<file path="config.mk">
export PLATFORM = sky130hd
export DESIGN_NAME = luby_restart_limit
export DESIGN_NICKNAME = d
export VERILOG_FILES = /design/src/rtl/core/lrl_pkg.sv /design/src/rtl/core/luby_restart_limit.sv
export SDC_FILE = /design/constraint.sdc
export NUM_CORES = 2
export LEC_CHECK = 0
export ABC_AREA = 1
export BUFFER_PORTS_ARGS = -buffer_cell sky130_fd_sc_hd__buf_2
export CAP_MARGIN = 40
export CORE_ASPECT_RATIO = 1.1
export CORE_UTILIZATION = 65
export DETAILED_ROUTE_END_ITERATION = 16
export PLACE_DENSITY = 0.82
export SLEW_MARGIN = 10
export SYNTH_ARGS = -nofsm -noshare
export SYNTH_HDL_FRONTEND = slang
export SYNTH_SLANG_ARGS = --single-unit
</file>
<file path="constraint.sdc">
create_clock -name clock -period 10.2 [get_ports clock]
set_input_delay 0.51 -clock clock [delete_from_list [all_inputs] [get_ports clock]]
set_output_delay 0.51 -clock clock [all_outputs]
set_load 0.01 [all_outputs]
</file>
<file path="src/rtl/core/lrl_pkg.sv">
// Shared types and constants for the Luby restart limit block.
package lrl_pkg;

   localparam int INDEX_BITS_DEF = 30;
   localparam int FRAC_BITS_DEF  = 8;

   localparam int EXP_BITS       = 5;
   localparam int CFG_BITS       = 16;
   localparam int LIMIT_BITS     = 64;
   localparam int HALF_BITS      = 32;
   localparam int PROD_BITS      = HALF_BITS + CFG_BITS;
   localparam int ACC_BITS       = LIMIT_BITS + CFG_BITS;
   localparam int CSR_IDX_BITS   = 2;

   localparam logic [CSR_IDX_BITS-1:0] CSR_RESTART_BASE  = 2'd0;
   localparam logic [CSR_IDX_BITS-1:0] CSR_GROWTH_FACTOR = 2'd1;

   localparam logic [CFG_BITS-1:0] RESTART_BASE_RST  = 16'd25;
   localparam logic [CFG_BITS-1:0] GROWTH_FACTOR_RST = 16'd768;

   typedef enum logic [2:0] {
      ST_IDLE,
      ST_FIND,
      ST_SHRINK,
      ST_POW_LO,
      ST_POW_HI,
      ST_LIM_LO,
      ST_LIM_HI
   } lrl_state_type;

endpackage

</file>
<file path="src/rtl/core/luby_restart_limit.sv">
// Luby restart limit: exponent search and fixed-point power on one shared multiplier.
// Steps: size the subsequence, shrink it to find the exponent, raise the factor to that
// power, multiply by the base and register the result. The 32x16 multiplier, used twice
// per product, sets the power and limit time. One item at a time: busy stays high until
// the result beat; rsp_valid pulses for one cycle and the receiver cannot stall.
// Synchronous reset loads base 25, factor 3.0 and returns to idle.
module luby_restart_limit
   import lrl_pkg::*;
#(
   parameter int INDEX_BITS = INDEX_BITS_DEF,
   parameter int FRAC_BITS  = FRAC_BITS_DEF
) (
   input  logic                    clock,
   input  logic                    reset,
   input  logic                    csr_wr_en,
   input  logic [CSR_IDX_BITS-1:0] csr_index,
   input  logic [CFG_BITS-1:0]     csr_wr_data,
   input  logic                    start,
   output logic                    busy,
   input  logic [INDEX_BITS-1:0]   req_restart_index,
   output logic                    rsp_valid,
   output logic [EXP_BITS-1:0]     rsp_exponent,
   output logic [LIMIT_BITS-1:0]   rsp_conflict_limit,
   output logic                    rsp_saturated
);

   localparam int SIZE_BITS = INDEX_BITS + 1;
   localparam logic [LIMIT_BITS-1:0] POW_ONE = LIMIT_BITS'(1) << FRAC_BITS;

   lrl_state_type state_ff, state_in;

   logic [CFG_BITS-1:0]   base_ff, factor_ff;
   logic [INDEX_BITS-1:0] x_ff, x_in;
   logic [SIZE_BITS-1:0]  size_ff, size_in;
   logic [EXP_BITS-1:0]   seq_ff, seq_in;
   logic [EXP_BITS-1:0]   cnt_ff, cnt_in;
   logic [LIMIT_BITS-1:0] power_ff, power_in;
   logic [ACC_BITS-1:0]   acc_ff, acc_in;
   logic                  huge_ff, huge_in;

   logic                  rsp_valid_ff, rsp_valid_in;
   logic [EXP_BITS-1:0]   rsp_exp_ff, rsp_exp_in;
   logic [LIMIT_BITS-1:0] rsp_limit_ff, rsp_limit_in;
   logic                  rsp_sat_ff, rsp_sat_in;

   // shared multiplier and accumulate
   logic                  hi_half;
   logic [HALF_BITS-1:0]  mul_a;
   logic [CFG_BITS-1:0]   mul_b;
   logic [PROD_BITS-1:0]  prod;
   logic [ACC_BITS-1:0]   acc_sum;
   logic [ACC_BITS-1:0]   acc_shift;
   logic                  mul_ovf;

   // subsequence arithmetic
   logic [SIZE_BITS-1:0]  x_ext;
   logic [SIZE_BITS-1:0]  size_m1;
   logic [SIZE_BITS-1:0]  size_half;

   assign hi_half   = (state_ff == ST_POW_HI) || (state_ff == ST_LIM_HI);
   assign mul_a     = hi_half ? power_ff[LIMIT_BITS-1:HALF_BITS] : power_ff[HALF_BITS-1:0];
   assign mul_b     = ((state_ff == ST_POW_LO) || (state_ff == ST_POW_HI)) ? factor_ff
                                                                          : base_ff;
   assign prod      = PROD_BITS'(mul_a) * PROD_BITS'(mul_b);
   assign acc_sum   = acc_ff + {prod, {HALF_BITS{1'b0}}};
   assign acc_shift = acc_sum >> FRAC_BITS;
   assign mul_ovf   = |acc_shift[ACC_BITS-1:LIMIT_BITS];

   assign x_ext     = {1'b0, x_ff};
   assign size_m1   = size_ff - SIZE_BITS'(1);
   assign size_half = size_m1 >> 1;

   always_ff @(posedge clock) begin
      if (reset) begin
         state_ff     <= ST_IDLE;
         base_ff      <= RESTART_BASE_RST;
         factor_ff    <= GROWTH_FACTOR_RST;
         rsp_valid_ff <= 1'b0;
      end else begin
         state_ff     <= state_in;
         rsp_valid_ff <= rsp_valid_in;
         if (csr_wr_en) begin
            unique case (csr_index)
               CSR_RESTART_BASE:  base_ff   <= csr_wr_data;
               CSR_GROWTH_FACTOR: factor_ff <= csr_wr_data;
               default: ;
            endcase
         end
      end
   end

   always_ff @(posedge clock) begin
      x_ff         <= x_in;
      size_ff      <= size_in;
      seq_ff       <= seq_in;
      cnt_ff       <= cnt_in;
      power_ff     <= power_in;
      acc_ff       <= acc_in;
      huge_ff      <= huge_in;
      rsp_exp_ff   <= rsp_exp_in;
      rsp_limit_ff <= rsp_limit_in;
      rsp_sat_ff   <= rsp_sat_in;
   end

   always_comb begin
      state_in     = state_ff;
      x_in         = x_ff;
      size_in      = size_ff;
      seq_in       = seq_ff;
      cnt_in       = cnt_ff;
      power_in     = power_ff;
      acc_in       = acc_ff;
      huge_in      = huge_ff;
      rsp_valid_in = 1'b0;
      rsp_exp_in   = rsp_exp_ff;
      rsp_limit_in = rsp_limit_ff;
      rsp_sat_in   = rsp_sat_ff;

      unique case (state_ff)
         ST_IDLE: begin
            if (start) begin
               x_in     = req_restart_index;
               size_in  = SIZE_BITS'(1);
               seq_in   = '0;
               power_in = POW_ONE;
               huge_in  = 1'b0;
               state_in = ST_FIND;
            end
         end
         ST_FIND: begin
            // grow to the smallest 2^k-1 block that holds the index
            if (size_ff < x_ext + SIZE_BITS'(1)) begin
               size_in = {size_ff[SIZE_BITS-2:0], 1'b1};
               seq_in  = seq_ff + EXP_BITS'(1);
            end else begin
               state_in = ST_SHRINK;
            end
         end
         ST_SHRINK: begin
            if (size_m1 == x_ext) begin
               cnt_in   = seq_ff;
               state_in = ST_POW_LO;
            end else begin
               // index stays below twice the half size, so one subtract reduces it
               size_in = size_half;
               seq_in  = seq_ff - EXP_BITS'(1);
               if (x_ext >= size_half) begin
                  x_in = INDEX_BITS'(x_ext - size_half);
               end
            end
         end
         ST_POW_LO: begin
            if ((cnt_ff == '0) || huge_ff) begin
               acc_in   = ACC_BITS'(prod);
               state_in = ST_LIM_LO;
            end else begin
               acc_in   = ACC_BITS'(prod);
               state_in = ST_POW_HI;
            end
         end
         ST_POW_HI: begin
            power_in = acc_shift[LIMIT_BITS-1:0];
            huge_in  = mul_ovf;
            cnt_in   = cnt_ff - EXP_BITS'(1);
            state_in = ST_POW_LO;
         end
         ST_LIM_LO: begin
            // restart the low product now that the base is on the multiplier
            acc_in   = ACC_BITS'(prod);
            state_in = ST_LIM_HI;
         end
         ST_LIM_HI: begin
            rsp_valid_in = 1'b1;
            rsp_exp_in   = seq_ff;
            if (base_ff == '0) begin
               rsp_limit_in = '0;
               rsp_sat_in   = 1'b0;
            end else if (huge_ff || mul_ovf) begin
               rsp_limit_in = '1;
               rsp_sat_in   = 1'b1;
            end else begin
               rsp_limit_in = acc_shift[LIMIT_BITS-1:0];
               rsp_sat_in   = 1'b0;
            end
            state_in = ST_IDLE;
         end
         default: state_in = ST_IDLE;
      endcase
   end

   assign busy               = (state_ff != ST_IDLE);
   assign rsp_valid          = rsp_valid_ff;
   assign rsp_exponent       = rsp_exp_ff;
   assign rsp_conflict_limit = rsp_limit_ff;
   assign rsp_saturated      = rsp_sat_ff;

endmodule
</file>
==> impl_metrics.json <==
{
  "rr_startpoint": "state_ff[2]",
  "grt_max_degree": 89,
  "final_net_count": 5113,
  "grt.overflow.total": 0,
  "routed_wl_mm": 99.24,
  "place_inst": 5066,
  "grt_pass1_vias": 29140,
  "rr_endpoint": "rsp_conflict_limit[30]",
  "numCtsBuffers": 31,
  "hold_violations": 0,
  "io_pins": 124,
  "dp_hpwl_mm": 79.80,
  "yosys_warnings": 0,
  "syn-instance-count": 4303,
  "start_util_pct": 66.05,
  "worst_hold_path.endpoint": "factor_ff[8]",
  "cts.htree.levels": 1,
  "endpoint_kind": "flop",
  "place_ws_ns": 0.4269,
  "antenna_found_initial": 2,
  "clockBufferDepth": 3,
  "critPathSlowestCell": "fa_1",
  "cts-hold-fix-buffers": 0,
  "min_path_cells": 3,
  "synth_seq_area_share_pct": 23.84,
  "cp_max_fo": 32,
  "skew_ns": 0.04281,
  "dieArea_mm2": 0.05324,
  "drt_first_pass_iters": 7,
  "postPlaceCellArea_mm2": 0.03568,
  "final_cells": 5130,
  "fmax_mhz": 103.7,
  "slowest_delay_ns": 0.55,
  "die_h_um": 241.9,
  "wl_per_cell_um": 19.35,
  "tightest_slew_ns": 0.8184,
  "synth_edf_count": 246,
  "viasPerCell": 5.648,
  "slew_violations": 0,
  "synth_seq_cells": 282,
  "drc": 0,
  "required_ns": 10.52,
  "ff2ff_path_depth": 46,
  "arrival_ns": 9.97,
  "syn_nets": 4979,
  "setup_viol": 0,
  "postRouteAntennaNets": 0,
  "synthArstFlopShare_pct": 0,
  "postLayoutCellArea_mm2": 0.03679,
  "drt_first_iter_violations": 2887,
  "clk_pin_slew_ns": 0.07,
  "fp.coreArea_mm2": 0.05149,
  "worstHoldPathType": "input port to flop",
  "port_buffers": 123,
  "rows": 87,
  "crit_path_start_kind": "flop",
  "drive_gt1_share_pct": 9.684,
  "grt_pass1_wl_mm": 157.2,
  "path_class": "flop to flop",
  "nFillCells": 4157,
  "status": "finished clean",
  "die_w_um": 220.1,
  "fin_crit_ns": 9.646,
  "min_period_over_period_pct": 94.57,
  "ys_types": 51,
  "syn2layout_area_growth_pct": 8.186,
  "setup_tns_ns": 0,
  "regToRegSetupSlack_ns": 0.55,
  "gp_congestion": 1.078,
  "grtUsageTotal_pct": 38.45,
  "setup_slack_ns": 0.5537,
  "cts.sinks": 282,
  "cts_root_buf": "clkbuf_16",
  "cap_violations": 0,
  "hp-start": "csr_wr_data[8]",
  "synthFlopType": "edfxtp_1",
  "syn_area_mm2": 0.03401,
  "clk_latency_ns": 0.61,
  "relSlewSlack_pct": 45.38,
  "tritoncts": "yes",
  "dr_total_vias": 28980,
  "syn_area_per_cell_um2": 7.903
}
## layout make-up
cell class	instances	area, µm²	area share (%)
multi-input combinational	3020	22120	60.12
sequential	282	8108	22.04
inverter	893	3356	9.121
timing repair buffer	209	1391	3.782
tap	667	834.6	2.268
clock buffer	33	783.3	2.129
clock inverter	24	195.2	0.5305
antenna	2	5.005	0.01360
## registers in the layout, summed over array words and instances (netlist names), 3 cells and up
name and count:
acc_ff 40, base_ff 16, cnt_ff 5, factor_ff 16, power_ff 64, rsp_conflict_limit 64, rsp_exponent 5, seq_ff 5
size_ff 31, state_ff 3, x_ff 30
## cell families (layout without fill, tap and decap cells)
| kind of cell | Yosys count | count (layout) | synth area share, % |
|---|---|---|---|
| xor+xnor | 156 | 156 | 4.018 |
| compound gates | 324 | 324 | 5.217 |
| flops | 282 | 282 | 23.84 |
| other cells | 0 | 2 | 0 |
| fa+ha+maj | 624 | 624 | 32.25 |
| simple gates | 1916 | 1916 | 23.33 |
| buf+inv | 1001 | 1159 | 11.34 |
## cells in the mapped netlist (all sizes together) (17+ instances only)
library cell	n	share of area, %
a21oi	103	1.5
clkbuf	99	1.1
clkinv	17	0.19
dfxtp	36	2.1
edfxtp	246	22
fa	421	25
ha	203	7.5
inv	876	9.7
nand2	1136	13
nand3	127	2.0
nand4	35	0.64
nor2	544	6.3
nor3	25	0.40
o21ai	153	2.3
o22ai	17	0.31
or2	24	0.44
xnor2	40	1.0
xor2	116	3.0
## metrics by stage
stage | hold WS (ns) | utilization, %
after floorplan | 0.4344 | -
after global placement | 0.4711 | 69.13
after detailed placement | 0.4715 | 69.30
after CTS | 0.1278 | 71.20
after global routing | 0.1425 | 71.45
final | 0.1269 | 71.46
## cells in the final DEF (no fill, tap or decap), types with 32 or more instances in the layout
cell type | netlist | final
xnor2_1 | 40 | 40
nand4_1 | 35 | 35
xor2_1 | 116 | 116
nand2_2 | 72 | 72
nand3_1 | 117 | 117
dfxtp_1 | 36 | 36
nor2_1 | 512 | 508
clkbuf_16 | 0 | 32
o21ai_0 | 126 | 123
inv_1 | 865 | 861
a21oi_1 | 101 | 101
edfxtp_1 | 246 | 246
buf_4 | 0 | 79
ha_1 | 203 | 202
fa_1 | 421 | 421
nand2_1 | 1064 | 1063
nor2_2 | 31 | 33
buf_2 | 1 | 123
## per-layer routing
metal	track usage (%)	vias to the layer above	share of wire, %
met1	52.48	13700	39
met4	17.44	0	5.3
met3	7.382	355	10
met5	0	-	0
li1	-	13370	-
met2	59.43	1548	45
## timing repair
action,in CTS,in global routing
setup buffers,0,1
setup endpoints to repair,0,65
hold endpoints to repair,0,0
gates resized for setup,0,8
## worst max-delay path: cells and delay by family, from the launching register on
| kind | cells | cell delay [ns] |
|---|---|---|
| adder cells (fa/ha/maj) | 8 | 3.71 |
| AND/OR/NAND/NOR | 21 | 2.27 |
| buffers and inverters | 11 | 1.56 |
| AO/OA/AOI/OAI | 5 | 1.05 |
| flip-flops | 1 | 0.40 |
| XOR/XNOR | 1 | 0.33 |
## worst max-delay path by stage
stage / slack, ns / startpoint / depth (start not counted) / end
2_1_floorplan: 1.43 / state_ff[2] / 49 / rsp_conflict_limit[54]
3_3_place_gp: 0.61 / state_ff[2] / 46 / rsp_conflict_limit[14]
3_5_place_dp: 0.43 / state_ff[0] / 45 / rsp_conflict_limit[5]
4_1_cts: 0.37 / state_ff[2] / 46 / rsp_conflict_limit[3]
5_1_grt: -0.003 / state_ff[2] / 50 / rsp_conflict_limit[54]
6_report: 0.55 / state_ff[2] / 46 / rsp_conflict_limit[30]
Power is left out: the tool's default activity adds up to more than one toggle a clock period on the data nets, which glitch-free logic cannot reach.
